<file path="src/rtl/mewd_pkg.sv">
// Package for the Morse energy window decoder: shared constants, symbol codes,
// register indexes and the structs passed between front end, queue and back end.
// Depends on nothing.
package mewd_pkg;

    // Default parameter values
    localparam int SAMPLE_BITS_DEF = 16;
    localparam int WINDOW_BITS_DEF = 12;
    localparam int COUNT_BITS_DEF  = 16;

    // Fixed register and accumulator widths
    localparam int ENERGY_W  = 43;
    localparam int WIN_LEN_W = 12;
    localparam int THRESH_W  = 16;
    localparam logic [ENERGY_W-1:0] ENERGY_MAX = {ENERGY_W{1'b1}};

    // APB port
    localparam int APB_DATA_W = 64;
    localparam int APB_ADDR_W = 6;

    // Register indexes (byte address is 8 times the index)
    localparam logic [2:0] REG_WINDOW_LEN   = 3'd0;
    localparam logic [2:0] REG_SUM_MIN      = 3'd1;
    localparam logic [2:0] REG_DASH_MIN     = 3'd2;
    localparam logic [2:0] REG_LETTER_GAP   = 3'd3;
    localparam logic [2:0] REG_WORD_GAP     = 3'd4;

    // Register reset values
    localparam logic [WIN_LEN_W-1:0] WINDOW_LEN_RST = 12'd48;
    localparam logic [ENERGY_W-1:0]  SUM_MIN_RST    = 43'd48000048;
    localparam logic [THRESH_W-1:0]  DASH_MIN_RST   = 16'd20;
    localparam logic [THRESH_W-1:0]  LETTER_GAP_RST = 16'd30;
    localparam logic [THRESH_W-1:0]  WORD_GAP_RST   = 16'd70;

    // Event queue depth
    localparam int QUEUE_DEPTH = 4;
    localparam int QPTR_W      = $clog2(QUEUE_DEPTH);

    // Output symbol codes
    typedef enum logic [1:0] {
        SYM_DOT        = 2'd0,
        SYM_DASH       = 2'd1,
        SYM_LETTER_GAP = 2'd2,
        SYM_WORD_GAP   = 2'd3
    } sym_t;

    // Configuration registers as seen by the front end
    typedef struct packed {
        logic [WIN_LEN_W-1:0] window_len;
        logic [ENERGY_W-1:0]  sum_min;
        logic [THRESH_W-1:0]  dash_min;
        logic [THRESH_W-1:0]  letter_gap;
        logic [THRESH_W-1:0]  word_gap;
    } cfg_t;

    // Symbols caused by one sample; cnt is 1 or 2 when queued
    typedef struct packed {
        logic [1:0] cnt;
        sym_t       sym0;
        sym_t       sym1;
    } evt_t;

    // Queue status toward the producer and consumer
    typedef struct packed {
        logic full;
        logic empty;
    } qstat_t;

endpackage

</file>
<file path="src/rtl/morse_energy_window_decoder_core.sv">
// Throughput: one sample per cycle while the event queue has room; each symbol is one
// output word. A symbol passes, in order, the square register at the accepting edge,
// the window update into the event queue and the output register onto m_tdata. A second
// symbol from the same sample follows as the next output word; a full queue stalls
// s_tready. Reset: aresetn synchronous, active low; clears stream state, queue and
// output, and loads the register defaults. No clearing pass.
module morse_energy_window_decoder_core
    import mewd_pkg::*;
#(
    parameter int SAMPLE_BITS = SAMPLE_BITS_DEF,
    parameter int WINDOW_BITS = WINDOW_BITS_DEF,
    parameter int COUNT_BITS  = COUNT_BITS_DEF
) (
    input  logic                                aclk,
    input  logic                                aresetn,
    // Sample stream
    input  logic                                s_tvalid,
    output logic                                s_tready,
    input  logic [((SAMPLE_BITS+7)/8)*8-1:0]    s_tdata,  // [SAMPLE_BITS-1:0] sample
    input  logic                                s_tlast,  // end_of_stream
    // Symbol stream
    output logic                                m_tvalid,
    input  logic                                m_tready,
    output logic [7:0]                          m_tdata,  // [1:0] symbol
    output logic                                m_tlast,  // last_of_run
    // APB configuration
    input  logic                                psel,
    input  logic                                penable,
    input  logic                                pwrite,
    input  logic [APB_ADDR_W-1:0]               paddr,
    input  logic [APB_DATA_W-1:0]               pwdata,
    output logic [APB_DATA_W-1:0]               prdata,
    output logic                                pready
);

    cfg_t   cfg_reg;
    qstat_t qstat;
    evt_t   evt;
    evt_t   head;
    logic   push;
    logic   pop;
    sym_t   m_symbol;
    logic   wr_en;
    logic [2:0] reg_idx;

    assign pready  = 1'b1;
    assign wr_en   = psel && penable && pwrite;
    assign reg_idx = paddr[APB_ADDR_W-1:3];

    // Configuration registers
    always_ff @(posedge aclk) begin
        if (!aresetn) begin
            cfg_reg.window_len <= WINDOW_LEN_RST;
            cfg_reg.sum_min    <= SUM_MIN_RST;
            cfg_reg.dash_min   <= DASH_MIN_RST;
            cfg_reg.letter_gap <= LETTER_GAP_RST;
            cfg_reg.word_gap   <= WORD_GAP_RST;
        end else if (wr_en) begin
            case (reg_idx)
                REG_WINDOW_LEN: cfg_reg.window_len <= pwdata[WIN_LEN_W-1:0];
                REG_SUM_MIN:    cfg_reg.sum_min    <= pwdata[ENERGY_W-1:0];
                REG_DASH_MIN:   cfg_reg.dash_min   <= pwdata[THRESH_W-1:0];
                REG_LETTER_GAP: cfg_reg.letter_gap <= pwdata[THRESH_W-1:0];
                REG_WORD_GAP:   cfg_reg.word_gap   <= pwdata[THRESH_W-1:0];
                default: ;
            endcase
        end
    end

    // Register readback
    always_comb begin
        case (reg_idx)
            REG_WINDOW_LEN: prdata = APB_DATA_W'(cfg_reg.window_len);
            REG_SUM_MIN:    prdata = APB_DATA_W'(cfg_reg.sum_min);
            REG_DASH_MIN:   prdata = APB_DATA_W'(cfg_reg.dash_min);
            REG_LETTER_GAP: prdata = APB_DATA_W'(cfg_reg.letter_gap);
            REG_WORD_GAP:   prdata = APB_DATA_W'(cfg_reg.word_gap);
            default:        prdata = '0;
        endcase
    end

    mewd_front #(
        .SAMPLE_BITS (SAMPLE_BITS),
        .WINDOW_BITS (WINDOW_BITS),
        .COUNT_BITS  (COUNT_BITS)
    ) u_front (
        .aclk    (aclk),
        .aresetn (aresetn),
        .s_valid (s_tvalid),
        .s_ready (s_tready),
        .sample  (s_tdata[SAMPLE_BITS-1:0]),
        .eos     (s_tlast),
        .cfg     (cfg_reg),
        .qstat   (qstat),
        .push    (push),
        .evt     (evt)
    );

    mewd_queue u_queue (
        .aclk     (aclk),
        .aresetn  (aresetn),
        .push     (push),
        .push_evt (evt),
        .pop      (pop),
        .head     (head),
        .stat     (qstat)
    );

    mewd_back u_back (
        .aclk     (aclk),
        .aresetn  (aresetn),
        .head     (head),
        .qstat    (qstat),
        .pop      (pop),
        .m_valid  (m_tvalid),
        .m_ready  (m_tready),
        .m_symbol (m_symbol),
        .m_last   (m_tlast)
    );

    assign m_tdata = {6'b0, m_symbol};

    // Front end never writes into a full queue
    a_no_push_full: assert property (@(posedge aclk) disable iff (!aresetn)
        qstat.full |-> !push)
        else $error("event pushed into full queue");

    // Back end never retires an entry from an empty queue
    a_no_pop_empty: assert property (@(posedge aclk) disable iff (!aresetn)
        qstat.empty |-> !pop)
        else $error("event popped from empty queue");

    // A queued event carries one or two symbols
    a_evt_count: assert property (@(posedge aclk) disable iff (!aresetn)
        push |-> (evt.cnt == 2'd1 || evt.cnt == 2'd2))
        else $error("queued event with bad symbol count");

endmodule

</file>
<file path="src/rtl/mewd_front.sv">
// Front end: accepts samples, squares them, accumulates window energy and
// classifies windows into tone runs and silence runs, queuing symbol events.
// Depends on mewd_pkg.
module mewd_front
    import mewd_pkg::*;
#(
    parameter int SAMPLE_BITS = SAMPLE_BITS_DEF,
    parameter int WINDOW_BITS = WINDOW_BITS_DEF,
    parameter int COUNT_BITS  = COUNT_BITS_DEF
) (
    input  logic                   aclk,
    input  logic                   aresetn,
    input  logic                   s_valid,
    output logic                   s_ready,
    input  logic [SAMPLE_BITS-1:0] sample,
    input  logic                   eos,
    input  cfg_t                   cfg,
    input  qstat_t                 qstat,
    output logic                   push,
    output evt_t                   evt
);

    localparam int SQ_W  = 2 * SAMPLE_BITS;
    localparam int SUM_W = (SQ_W > ENERGY_W ? SQ_W : ENERGY_W) + 1;
    localparam int WC_W  = WINDOW_BITS > WIN_LEN_W ? WINDOW_BITS : WIN_LEN_W;
    localparam int CC_W  = COUNT_BITS > THRESH_W ? COUNT_BITS : THRESH_W;

    // Square stage registers
    logic                   sq_valid_reg;
    logic [SQ_W-1:0]        sq_reg;
    logic                   last_reg;

    // Stream state
    logic [ENERGY_W-1:0]    energy_reg, energy_next;
    logic [WINDOW_BITS-1:0] fill_reg, fill_next;
    logic [COUNT_BITS-1:0]  sil_reg, sil_next;
    logic [COUNT_BITS-1:0]  tone_reg, tone_next;
    logic                   in_tone_reg, in_tone_next;

    logic                   proc;
    logic [SAMPLE_BITS-1:0] mag;
    logic [SQ_W-1:0]        sq_in;
    evt_t                   evt_c;

    // Magnitude of the sample; the most negative value maps to 2^(N-1)
    assign mag   = sample[SAMPLE_BITS-1] ? (~sample + 1'b1) : sample;
    assign sq_in = SQ_W'(mag) * SQ_W'(mag);

    // Process the squared sample once the queue has room
    assign proc    = sq_valid_reg && !qstat.full;
    assign s_ready = !sq_valid_reg || proc;

    function automatic sym_t mark_of(input logic [COUNT_BITS-1:0] t,
                                     input logic [THRESH_W-1:0] dmin);
        mark_of = (CC_W'(t) >= CC_W'(dmin)) ? SYM_DASH : SYM_DOT;
    endfunction

    function automatic logic [COUNT_BITS-1:0] bump(input logic [COUNT_BITS-1:0] c);
        bump = (&c) ? c : c + 1'b1;
    endfunction

    // Window accumulate, close test and run bookkeeping
    always_comb begin
        logic [SUM_W-1:0]       sum_raw;
        logic [ENERGY_W-1:0]    sum_sat;
        logic [WINDOW_BITS-1:0] fill_inc;
        logic                   close;
        logic [1:0]             n;
        sym_t                   s0;
        sym_t                   s1;

        sum_raw  = SUM_W'(energy_reg) + SUM_W'(sq_reg);
        sum_sat  = (sum_raw > SUM_W'(ENERGY_MAX)) ? ENERGY_MAX : sum_raw[ENERGY_W-1:0];
        fill_inc = fill_reg + 1'b1;
        close    = (WC_W'(fill_inc) >= WC_W'(cfg.window_len)) || (fill_inc == '0)
                   || last_reg;

        energy_next  = sum_sat;
        fill_next    = fill_inc;
        sil_next     = sil_reg;
        tone_next    = tone_reg;
        in_tone_next = in_tone_reg;
        n  = 2'd0;
        s0 = SYM_DOT;
        s1 = SYM_DOT;

        if (close) begin
            if (sum_sat >= cfg.sum_min) begin
                if (!in_tone_reg) begin
                    if (CC_W'(sil_reg) >= CC_W'(cfg.word_gap)) begin
                        s0 = SYM_WORD_GAP;
                        n  = 2'd1;
                    end else if (CC_W'(sil_reg) >= CC_W'(cfg.letter_gap)) begin
                        s0 = SYM_LETTER_GAP;
                        n  = 2'd1;
                    end
                    sil_next     = '0;
                    in_tone_next = 1'b1;
                end
                tone_next = bump(tone_reg);
            end else begin
                if (in_tone_reg) begin
                    s0           = mark_of(tone_reg, cfg.dash_min);
                    n            = 2'd1;
                    tone_next    = '0;
                    in_tone_next = 1'b0;
                end
                sil_next = bump(sil_reg);
            end
            energy_next = '0;
            fill_next   = '0;
        end

        // End of stream: close an open tone, then clear the stream
        if (last_reg) begin
            if (in_tone_next) begin
                if (n == 2'd0) begin
                    s0 = mark_of(tone_next, cfg.dash_min);
                end else begin
                    s1 = mark_of(tone_next, cfg.dash_min);
                end
                n = n + 2'd1;
            end
            energy_next  = '0;
            fill_next    = '0;
            sil_next     = '0;
            tone_next    = '0;
            in_tone_next = 1'b0;
        end

        evt_c.cnt  = n;
        evt_c.sym0 = s0;
        evt_c.sym1 = s1;
    end

    assign push = proc && (evt_c.cnt != 2'd0);
    assign evt  = evt_c;

    // Control and stream state
    always_ff @(posedge aclk) begin
        if (!aresetn) begin
            sq_valid_reg <= 1'b0;
            energy_reg   <= '0;
            fill_reg     <= '0;
            sil_reg      <= '0;
            tone_reg     <= '0;
            in_tone_reg  <= 1'b0;
        end else begin
            if (s_ready) begin
                sq_valid_reg <= s_valid;
            end
            if (proc) begin
                energy_reg  <= energy_next;
                fill_reg    <= fill_next;
                sil_reg     <= sil_next;
                tone_reg    <= tone_next;
                in_tone_reg <= in_tone_next;
            end
        end
    end

    // Square stage payload
    always_ff @(posedge aclk) begin
        if (s_ready && s_valid) begin
            sq_reg   <= sq_in;
            last_reg <= eos;
        end
    end

endmodule

</file>
<file path="src/rtl/mewd_queue.sv">
// Short event queue between the front end and the back end.
// Depends on mewd_pkg.
module mewd_queue
    import mewd_pkg::*;
(
    input  logic   aclk,
    input  logic   aresetn,
    input  logic   push,
    input  evt_t   push_evt,
    input  logic   pop,
    output evt_t   head,
    output qstat_t stat
);

    evt_t              mem [QUEUE_DEPTH];
    logic [QPTR_W-1:0] wr_ptr_reg;
    logic [QPTR_W-1:0] rd_ptr_reg;
    logic [QPTR_W:0]   count_reg;

    assign head       = mem[rd_ptr_reg];
    assign stat.full  = (count_reg == (QPTR_W+1)'(QUEUE_DEPTH));
    assign stat.empty = (count_reg == '0);

    // Entry storage
    always_ff @(posedge aclk) begin
        if (push) begin
            mem[wr_ptr_reg] <= push_evt;
        end
    end

    // Pointers and fill count
    always_ff @(posedge aclk) begin
        if (!aresetn) begin
            wr_ptr_reg <= '0;
            rd_ptr_reg <= '0;
            count_reg  <= '0;
        end else begin
            if (push) begin
                wr_ptr_reg <= wr_ptr_reg + 1'b1;
            end
            if (pop) begin
                rd_ptr_reg <= rd_ptr_reg + 1'b1;
            end
            if (push && !pop) begin
                count_reg <= count_reg + 1'b1;
            end else if (pop && !push) begin
                count_reg <= count_reg - 1'b1;
            end
        end
    end

endmodule

</file>
<file path="src/rtl/mewd_back.sv">
// Back end: unpacks queued events into single symbols on the output register,
// flagging the last symbol caused by a sample.
// Depends on mewd_pkg.
module mewd_back
    import mewd_pkg::*;
(
    input  logic   aclk,
    input  logic   aresetn,
    input  evt_t   head,
    input  qstat_t qstat,
    output logic   pop,
    output logic   m_valid,
    input  logic   m_ready,
    output sym_t   m_symbol,
    output logic   m_last
);

    logic m_valid_reg;
    sym_t sym_reg;
    logic last_reg;
    logic second_reg;
    logic load;
    logic split;

    assign load  = !m_valid_reg || m_ready;
    // First of two symbols: emit it without retiring the entry
    assign split = (head.cnt == 2'd2) && !second_reg;
    assign pop   = load && !qstat.empty && !split;

    assign m_valid  = m_valid_reg;
    assign m_symbol = sym_reg;
    assign m_last   = last_reg;

    // Output register and symbol phase
    always_ff @(posedge aclk) begin
        if (!aresetn) begin
            m_valid_reg <= 1'b0;
            second_reg  <= 1'b0;
            sym_reg     <= SYM_DOT;
            last_reg    <= 1'b0;
        end else if (load) begin
            m_valid_reg <= !qstat.empty;
            if (!qstat.empty) begin
                if (split) begin
                    sym_reg    <= head.sym0;
                    last_reg   <= 1'b0;
                    second_reg <= 1'b1;
                end else begin
                    sym_reg    <= second_reg ? head.sym1 : head.sym0;
                    last_reg   <= 1'b1;
                    second_reg <= 1'b0;
                end
            end
        end
    end

endmodule

</file>
<file path="config.mk">
export PLATFORM = sky130hd
export DESIGN_NAME = morse_energy_window_decoder_core
export DESIGN_NICKNAME = d
export VERILOG_FILES = /design/src/rtl/mewd_pkg.sv /design/src/rtl/morse_energy_window_decoder_core.sv /design/src/rtl/mewd_front.sv /design/src/rtl/mewd_queue.sv /design/src/rtl/mewd_back.sv
export SDC_FILE = /design/constraint.sdc
export NUM_CORES = 1
export LEC_CHECK = 0
export ABC_AREA = 1
export BUFFER_PORTS_ARGS = -buffer_cell sky130_fd_sc_hd__buf_4
export CAP_MARGIN = 40
export CORE_MARGIN = 1
export CORE_UTILIZATION = 39
export DETAILED_ROUTE_END_ITERATION = 10
export PLACE_DENSITY_LB_ADDON = 0.1
export SETUP_SLACK_MARGIN = 0.5
export SLEW_MARGIN = 40
export SYNTH_ARGS = -nofsm -noshare
export SYNTH_HDL_FRONTEND = slang
export SYNTH_SLANG_ARGS = --single-unit
</file>
<file path="constraint.sdc">
create_clock -name aclk -period 10.4 [get_ports aclk]
set_input_delay 1.04 -clock aclk [delete_from_list [all_inputs] [get_ports aclk]]
set_output_delay 1.04 -clock aclk [all_outputs]
set_load 0.02 [all_outputs]
</file>
---- Yosys cells after proc, flatten, opt, wreduce, memory -nomap -nowiden ----
Memory sizes are Yosys's and may differ from the RTL's. A register that Yosys moved wholly into a read port is not among the register bits.
Cells that the tools add are included.
word-level totals
  output and inout bits ................... 76
  logic and storage cells ................. 139
  bits in writable memories ............... 24
  input port bits ......................... 94
  bits in registers ....................... 237
  memories kept ........................... 1
memories
  memory       words  width  read ports  clocked after memory_dff  write ports  line              source
  u_queue.mem  4      6      1           1                         1            mewd_queue.sv:15  evt_t mem [QUEUE_DEPTH];
cells by class
  eq/ne operators ......................... 8
  reduce and logical (&&, ||, !) cells .... 38
  bitwise operators ....................... 2
  add/sub/neg operators ................... 10
  multiplexer cells ....................... 52
  $lt $le $gt $ge ......................... 7
  $mul .................................... 1
operators with widths
  kind                                                                    number
  43-bit case mux with 5 select lines                                     1
  16-bit two-way mux                                                      11
  43-bit two-way mux                                                      3
  16-bit greater-or-equal comparator                                      4
  16-bit by 1-bit adder with 16-bit output, second input constant         3
  43-bit by 32-bit adder with 44-bit output                               1
  44-bit by 43-bit > comparator with 1-bit output, second input constant  1
  2-bit two-way mux                                                       22
  43-bit greater-or-equal comparator                                      1
  16-bit by 16-bit multiplier with 32-bit output                          1
  16-bit AND reduction                                                    2
  12-bit two-way mux                                                      2
  16-bit inverter                                                         1
  12-bit by 1-bit adder with 12-bit output, second input constant         1
  12-bit greater-or-equal comparator                                      1
  12-bit logical NOT                                                      1
  2-bit AND reduction                                                     6
  1-bit two-way mux                                                       11
  1-bit logical AND                                                       10
  1-bit logical NOT                                                       8
  2-bit by 1-bit adder with 2-bit output, second input constant           3
  3-bit by 2-bit equality test with 1-bit output, second input constant   2
  3-bit equality test, second input constant                              2
  3-bit logical NOT                                                       2
  other kinds (12)                                                        18

---- Longest topological paths before layout ----
Gate-level depths: netlist of the first run.
  depth after elaboration ................. 15
  depth in mapped cells ................... 43
  depth with buffers taken out ............ 42

---- Hierarchy ----
A second synthesis of the first run with hierarchy kept.
unflattened totals
  cells, all modules ...................... 3,820
  area, all modules ....................... 26,290.2 sq um
modules (own cells, without submodules)
  module                            instances  cells each  sequential area each (sq um)  area an instance (sq um)
  mewd_front                        1          2,822       2,742.6                       19,357.3
  morse_energy_window_decoder_core  1          848         2,062.0                       5,375.2
  mewd_queue                        1          116         900.9                         1,336.3
  mewd_back                         1          34          100.1                         221.5

---- Worst setup path before layout of the first run ----
No wires, ideal clock.
  kind .................................... in2reg
  start ................................... input s_tdata[0]
  end ..................................... register u_front.sq_reg[30] (data pin)
  setup slack ............................. 2.503 ns
  library setup time ...................... 0.265 ns
  required time ........................... 10.135 ns
  buffers on the path ..................... 1
  stages on the path ...................... 28
  arrival time ............................ 7.632 ns
  cells stage by stage .................... clkinv_1 clkbuf_1 ha_1 nand3_1 nor2_1 nand2_1 o41ai_1 xnor2_1 clkinv_1 nor2_1 fa_1 fa_1 fa_1 fa_1 fa_1 fa_1 ha_1 nand2_1 inv_1 nand2_1 nor3_1 nand4_1 nand3_1 nand2_1 nand3_1 a21boi_0 o21ai_0 xor2_1
between the ends
  cells in the longest elaborated chain, start to end .. 4
RTL lines
  item                                                line                                    source
  start: declaration                                  morse_energy_window_decoder_core.sv:19  input logic [((SAMPLE_BITS+7)/8)*8-1:0] s_tdata,
  16-bit inverter                                     mewd_front.sv:46                        assign mag = sample[SAMPLE_BITS-1] ? (~sample + 1'b1) : sample;
  16-bit by 1-bit adder with 16-bit output            mewd_front.sv:46
  16-bit two-way mux (*)                              mewd_front.sv:46
  16-bit by 16-bit multiplier with 32-bit output (*)  mewd_front.sv:47                        assign sq_in = SQ_W'(mag) * SQ_W'(mag);
  net u_front.sq_in[30]                               mewd_front.sv:42                        logic [SQ_W-1:0] sq_in;
  end signal: assignment                              mewd_front.sv:165                       sq_reg <= sq_in;
  end: declaration                                    mewd_front.sv:30                        logic [SQ_W-1:0] sq_reg;
Mark *: on every way through the listed nets, which the timed path passes. The rest lies on a longest branch.
A chain may end at the register's enable or synchronous reset.

---- Final worst setup path of the first run ----
Same ends and word-level chain as after synthesis.

==> results.cfg, run 1 <==
[cells_and_area]
final_cell_mix = nand2_1, inv_1, nor2_1
layout_commonest_cell = nand2_1
fill_cells = 6164
seq_area_um2 = 5685
fin_cells = 4055
n_antenna_cell = 0
nets = 3768
largest_reg_flops = 103
multi_input_area_um2 = 15690
drive_gt1_share_pct = 7.333
area_delta_synth_final_pct = 10.78

[timing]
setup_tns_ns = 0
tightest_slew_ns = 0.8164
setup_violations = 0
hold_viol_final = 0
fin_crit_ns = 7.987
period_share_pct = 76.80
fmax_mhz = 125.2
rsz0062_at_grt = false
finClkSkew_ns = 0.05106
slew_viol_final = 0
slew-limit-headroom_pct = 45.00

[critical_path]
r2r_slack_ns = 3.55
arrival_ns = 8.29
rr_worst_depth = 32
cp_max_fo = 9
path_class = input port to flip-flop
startpoint = s_tdata[0]
crit_required_ns = 10.71
timing.rr.start = u_front.sq_reg[0]
r2r_end = u_queue.mem[3][2]
cpPeakStageDelay_ns = 0.53
cp-end-kind = flip-flop
cp-endpoint = u_front.sq_reg[30]
critPathLaunchType = input port
crit_top_cell = fa_1
cp_slowest_cell = fa_1

[drt]
wl_per_cell_um = 16.70
postRouteAntennaNets = 0
via_count = 20600
vias_per_cell = 5.081
drcViolationCount = 0
drt_pass1_iterations = 5
drt_iter0_markers = 1217
wirelength_um = 67730

[synthesis]
netlist-cell-type-count = 58
synth_flop_cell = dfxtp_1
netlist_area_um2 = 23770
synth_edf_count = 52
yosys_warnings = 0
synthArstFlopShare_pct = 0
avgSynthCellArea_um2 = 7.516
seq_area_frac_synth_pct = 23.92
synth_cells = 3162
synth-seq-cells = 258

[cts]
cts_tree = built
cts-root-buf = clkbuf_16
worstSkewPairLatency_ns = 0.60
cts-hold-fix-buffers = 0
clock_path_buffers = 3
clk_pin_slew_ns = 0.06
clock-sinks = 258
cts_resized = 0
numCtsBuffers = 30
post_cts_buffers = 0
cts_htree_levels = 1

[power]
p_comb_share_pct = 66.0
p_sw_mw = 3.522
ir_drop_uv = 245.5
switching_share_pct = 48.15
power_density_nw_per_um2 = 277.8
power.share.clock_pct = 14.8
p_int_mw = 3.793
p_seq_share_pct = 19.2
p_leak_nw = 12.48

[run_status]
status = finished clean

[global_routing]
grt_pass1_vias = 20050
antenna_found_initial = 0
grt_max_degree = 110
grt_pass1_wl_um = 108700
grt_overflow = 0
grt.total_usage_pct = 21.69

[floorplan]
rows = 90
die_y_um = 248.9
coreArea_um2 = 60250
pin_count = 170
floorplan.initialDensity_pct = 39.45
die_area_um2 = 61930
die_w_um = 248.9

[placed_design]
routabilityCongestion = 0.8987
hpwl_um = 53000
place_inst = 3999
port-buffer-count = 117

[job]
drv_cap = 0

[worst_hold_path]
hold_class = flip-flop to flip-flop
routing by layer:
layer  wire, um  GRT usage (%)  up-vias  share of wire [%]
met5          0              0        -                  0
met4       1428          5.093        0                2.1
met3       2994          2.132       73                4.4
met2      30440          35.45      471                 45
met1      32860          30.72     9666                 49
li1           -              -    10390                  -
power by group through the flow:
stage	clock network (mW)	logic [mW]	registers [mW]
2_1_floorplan	0	3.64	1.39
3_3_place_gp	0	4.73	1.42
3_5_place_dp	0	4.81	1.42
4_1_cts	1.12	4.86	1.40
5_1_grt	1.16	5.57	1.41
6_report	1.09	4.83	1.40
synth_stat cells (36+ instances only):
cell	n	share of area (%)
xor2_1	47	1.7
nor2_1	328	5.2
ha_1	259	14
a22oi_1	36	1.1
o21ai_0	190	4.0
dfxtp_1	206	17
clkbuf_1	62	0.98
edfxtp_1	52	6.6
a21oi_1	279	5.9
nand3_1	95	2.0
fa_1	165	14
inv_1	507	8.0
nand2_1	590	9.3
area by class of cell:
| type | count | share of cell area [%] |
|---|---|---|
| clock buffers | 38 | 3.080 |
| clock inverters | 17 | 0.7652 |
| inverters | 522 | 7.452 |
| multi-input cells | 2307 | 59.59 |
| flip-flops and latches | 258 | 21.60 |
| well taps | 782 | 3.717 |
| repair buffers | 131 | 3.797 |
how the worst min path moves through the flow:
stage / from / end / slack (ns) / cells after the start
after floorplan: u_queue.rd_ptr_reg[1] / flip-flop / 0.44 / 2
after global placement: u_queue.rd_ptr_reg[1] / u_queue.rd_ptr_reg[1] / 0.45 / 2
after detailed placement: u_front.energy_reg[22] / u_front.energy_reg[22] / 0.47 / 2
after CTS: u_queue.rd_ptr_reg[0] / flip-flop / 0.47 / 1
after global routing: u_front.energy_reg[27] / u_front.energy_reg[27] / 0.49 / 2
final: u_queue.rd_ptr_reg[0] / flip-flop / 0.47 / 1
worst max-delay path, delay by kind of cell:
kind	cells	cell delay (ns)
adders and majority gates	8	3.63
and+or+nand+nor	11	1.76
buffers and inverters	5	0.84
xor gates and xnor gates	2	0.27
AOI/OAI and AO/OA	3	0.76
through the flow:
stage / power [mW] / util (%) / cell area [um2] / hold WS (ns) / setup WS, ns
detailed placement: 6.235 / 41.98 / 25290 / 0.4654 / 1.853
floorplan: 5.031 / - / 23910 / 0.4362 / 2.503
CTS: 7.386 / 43.66 / 26300 / 0.4741 / 2.444
global placement: 6.154 / 41.95 / 25270 / 0.4529 / 1.891
finish: 7.315 / 43.70 / 26330 / 0.4691 / 2.413
global route: 8.138 / 43.70 / 26330 / 0.4907 / 1.860
cell families after synthesis:
| kind of cell | share of synthesized area [%] |
|---|---|
| compound gates | 15.20 |
| flops | 23.92 |
| other cells | 0.03160 |
| simple gates | 19.54 |
| buf+inv | 10.75 |
| fa+ha+maj | 27.54 |
| xor+xnor | 3.022 |
(Power assumes the default switching activity.)
==> run 2, diff against run 1 <==
clock period = 6.48 ns   (was 10.4 ns; I/O delays follow)
==> results.cfg, run 2 (synthesized netlist as in run 1, its figures left out) <==
[power]
power.share.clock_pct = 9.6
p_leak_nw = 14.34
p_sw_mw = 7.263
p_comb_share_pct = 77.2
p_seq_share_pct = 13.2
switching_share_pct = 42.19
p_total_mw = 17.21
p_int_mw = 9.951
power_density_nw_per_um2 = 565.9
ir_drop_uv = 852.2

[drt]
wirelength_um = 70310
vias_per_cell = 4.989
drt_iter0_markers = 1115
wl_per_cell_um = 16.01
drt_pass1_iterations = 7
postRouteAntennaNets = 0
via_count = 21910
drcViolationCount = 0

[floorplan]
rows = 90
die_area_um2 = 61930
pin_count = 170
die_w_um = 248.9
coreArea_um2 = 60250
die_y_um = 248.9
floorplan.initialDensity_pct = 39.45

[job]
drv_cap = 0

[global_routing]
grt_pass1_wl_um = 112700
grt_pass1_vias = 21980
grt.total_usage_pct = 22.24
grt_overflow = 0
antenna_found_initial = 1
grt_max_degree = 91

[cts]
worstSkewPairLatency_ns = 0.57
cts_htree_levels = 1
cts_tree = built
clock-sinks = 258
numCtsBuffers = 27
clk_pin_slew_ns = 0.06
cts-hold-fix-buffers = 0
clock_path_buffers = 3
cts-root-buf = clkbuf_16

[placed_design]
hpwl_um = 56670
pre_cts_slack_ns = -0.6091
routabilityCongestion = 0.8894
port-buffer-count = 117

[critical_path]
critPathLaunchType = input port
cp_max_fo = 7
crit_required_ns = 6.78
crit_top_cell = inv_2
cp_slowest_cell = fa_2
arrival_ns = 6.61
rr_worst_depth = 38
path_class = input port to flip-flop
cpPeakStageDelay_ns = 0.54
cp-end-kind = flip-flop

[timing]
setup_tns_ns = 0
fmax_mhz = 158.6
slew_viol_final = 0
fin_hold_ws_ns = 0.2689
hold_viol_final = 0
finClkSkew_ns = 0.02075
setup_violations = 0
slew-limit-headroom_pct = 42.24
period_share_pct = 97.31
fin_ws_ns = 0.1741
rsz0062_at_grt = true
fin_crit_ns = 6.306
tightest_slew_ns = 0.8652

[cells_and_area]
fill_cells = 5811
drive_gt1_share_pct = 23.55
nets = 4107
fin_util_pct = 50.50
area_delta_synth_final_pct = 28.01
largest_reg_flops = 103
final_cell_mix = nand2_1, inv_1, buf_4
layout_commonest_cell = nand2_1
n_antenna_cell = 0

[worst_hold_path]
hold_class = input port to flip-flop
hold_depth = 1

[run_status]
status = finished clean
==> run 2: layout make-up <==
type / count / area, um2 / area share, %
multi-input cells: 2307 / 17060 / 56.06
inverters: 522 / 2036 / 6.691
flip-flops and latches: 258 / 5685 / 18.69
clock buffers: 33 / 729.5 / 2.398
clock inverters: 16 / 192.7 / 0.6334
repair buffers: 472 / 3741 / 12.30
well taps: 782 / 978.4 / 3.216
repair inverters: 1 / 3.754 / 0.01234
==> run 2: routing by layer <==
| metal | share of wire (%) | routed length, um | GRT usage (%) |
|---|---|---|---|
| met5 | 0 | 0 | 0 |
| met4 | 1.8 | 1268 | 4.809 |
| met3 | 3.5 | 2459 | 1.442 |
| met2 | 50 | 35390 | 40.93 |
| met1 | 44 | 31190 | 28.36 |
==> run 2: power groups by stage <==
stage	Clock, mW	Sequential (mW)	Combinational, mW
floorplan	0	2.24	6.93
finish	1.66	2.26	13.3
detailed placement	0	2.28	11.5
global route	1.75	2.28	14.7
global placement	0	2.28	11.3
CTS	1.69	2.24	12.6
==> run 2: timing repair <==
action | 4_1_cts | 5_1_grt
pin swaps | 52 | 68
gates resized for setup | 83 | 189
endpoints found under the setup margin | 32 | 53
cloned | 1 | 0
buffers inserted | 19 | 20
==> run 2: final timing paths <==
kind	from	slack (ns)	to
worst max-delay path	s_tdata[0]	0.17	u_front.sq_reg[30]
worst max register to register	u_front.sq_reg[0]	0.78	u_queue.mem[1][2]
worst min register to register	u_back.m_last	0.47	u_back.m_last
worst min-delay path	s_tlast	0.27	u_front.last_reg
==> run 2: critical path: cells and delay by family <==
kind / cells / cell delay, ns
adders and majority gates: 7 / 3.22
and+or+nand+nor: 13 / 1.25
buffers and inverters: 11 / 0.81
AOI/OAI and AO/OA: 4 / 0.51
xor gates and xnor gates: 1 / 0.16
==> run 2: stage by stage <==
stage | cell area (um2) | cells
2_1_floorplan | 24460 | 3200
3_3_place_gp | 28140 | 4301
3_5_place_dp | 28180 | 4302
4_1_cts | 29510 | 4371
5_1_grt | 30420 | 4391
6_report | 30420 | 4391
==> run 3, diff against run 2 <==
CORE_ASPECT_RATIO = 0.75   (was not set)
==> results.cfg, run 3 (synthesized netlist as in run 1, its figures left out) <==
[run_status]
status = finished clean

[job]
drv_cap = 0

[timing]
slew_viol_final = 0
finClkSkew_ns = 0.02441
setup_violations = 0
period_share_pct = 98.54
slew-limit-headroom_pct = 43.63
fin_crit_ns = 6.385
fmax_mhz = 156.6
hold_viol_final = 0
rsz0062_at_grt = true
tightest_slew_ns = 0.8443

[drt]
wl_per_cell_um = 17.08
drcViolationCount = 0
drt_pass1_iterations = 8
vias_per_cell = 5.100
via_count = 22100
postRouteAntennaNets = 0
wirelength_um = 74020
drt_iter0_markers = 1592

[cts]
worstSkewPairLatency_ns = 0.56
cts_htree_levels = 1
cts-hold-fix-buffers = 0
clock_path_buffers = 3
clock-sinks = 258
cts-root-buf = clkbuf_16
clk_pin_slew_ns = 0.06
numCtsBuffers = 27
cts_tree = built

[critical_path]
cp_top_family = adder cells
r2r_end = u_queue.mem[1][2]
cpPeakStageDelay_ns = 0.58
cp-end-kind = flip-flop
timing.rr.start = u_front.sq_reg[2]
cp_num_buf_inv = 7
path_class = input port to flip-flop
crit_required_ns = 6.79
rr_worst_depth = 38
critPathLaunchType = input port
cp_slowest_cell = fa_1
startpoint = s_tdata[1]
arrival_ns = 6.70
r2r_slack_ns = 0.73
cp_max_fo = 4
crit_top_cell = fa_1

[placed_design]
port-buffer-count = 117
routabilityCongestion = 0.9119
dpl_cell_area_um2 = 27440
hpwl_um = 58340

[power]
ir_drop_uv = 1119
p_leak_nw = 14.08
power_density_nw_per_um2 = 620.7

[cells_and_area]
final_cell_mix = nand2_1, inv_1, buf_4
layout_commonest_cell = nand2_1
n_antenna_cell = 0
largest_reg_flops = 103
fin_util_pct = 51.00
drive_gt1_share_pct = 22.66
post-route-cell-area_um2 = 30360
area_delta_synth_final_pct = 27.77
nets = 4040
fill_cells = 5666

[worst_hold_path]
min_to = u_front.last_reg
hold_class = input port to flip-flop
hold_depth = 1
worstHoldStart = s_tlast

[floorplan]
pin_count = 170
die_w_um = 287.0
floorplan.initialDensity_pct = 39.92
die_y_um = 215.8
rows = 77
coreArea_um2 = 59540
die_area_um2 = 61940

[global_routing]
grt_overflow = 0
antenna_found_initial = 1
grt_pass1_wl_um = 114700
grt_max_degree = 109
grt.total_usage_pct = 23.31
grt_pass1_vias = 21050
-- run 3: cell types whose count changed in the layout (fill, tap and decap cells not counted), sizes merged --
cell	delta
buf	-66
bufinv	+1
clkbuf	-2
clkinv	-1
clkinvlp	+4
inv	-2
-- run 3: cell type report --
class | instances | area [um2] | share of cell area, %
multi-input cells | 2307 | 17390 | 57.27
flip-flops and latches | 258 | 5687 | 18.73
repair buffers | 406 | 3311 | 10.90
inverters | 522 | 2057 | 6.774
well taps | 790 | 988.4 | 3.255
clock buffers | 31 | 690.7 | 2.275
clock inverters | 19 | 240.2 | 0.7912
-- run 3: power by group --
group	switching, mW	internal, mW
Combinational	7.33	7.56
Sequential	0.155	2.14
Clock	0.695	0.970
Total	8.18	10.7
-- run 3: worst max-delay path by stage --
stage                               to  slack, ns  cells past startpoint
floorplan           u_front.sq_reg[28]      -0.11                     30
global placement    u_front.sq_reg[28]      -0.59                     34
detailed placement  u_front.sq_reg[28]      -0.70                     36
CTS                 u_front.sq_reg[26]       0.11                     34
global route        u_front.sq_reg[26]      -0.17                     36
finish              u_front.sq_reg[26]       0.09                     30
-- run 3: routing by layer --
layer / wire [um] / global-route usage (%) / share of wire, % / up-vias
li1: - / - / - / 10950
met1: 37610 / 35.85 / 51 / 10520
met2: 30990 / 34.27 / 42 / 564
met3: 4454 / 4.059 / 6.0 / 59
met4: 949 / 3.298 / 1.3 / 2
met5: 12 / 0 / 0.016 / -
-- run 3: stage by stage --
stage	cells	setup TNS, ns	worst slack [ns]	total power [mW]	hold WS [ns]
detailed placement	4219	-10.35	-0.7021	13.57	0.4607
floorplan	3200	-0.2649	-0.1060	9.163	0.4362
global placement	4219	-8.893	-0.5879	13.44	0.4570
global route	4333	-0.9955	-0.1666	20.32	0.2394
finish	4333	0	0.09468	18.85	0.2664
CTS	4303	0	0.1135	16.79	0.2379
-- run 3: repair_timing --
item,4_1_cts,5_1_grt
endpoints found under the setup margin,31,36
buffers inserted,32,29
gates cloned,2,0
pin swaps,68,82
gates resized for setup,123,227
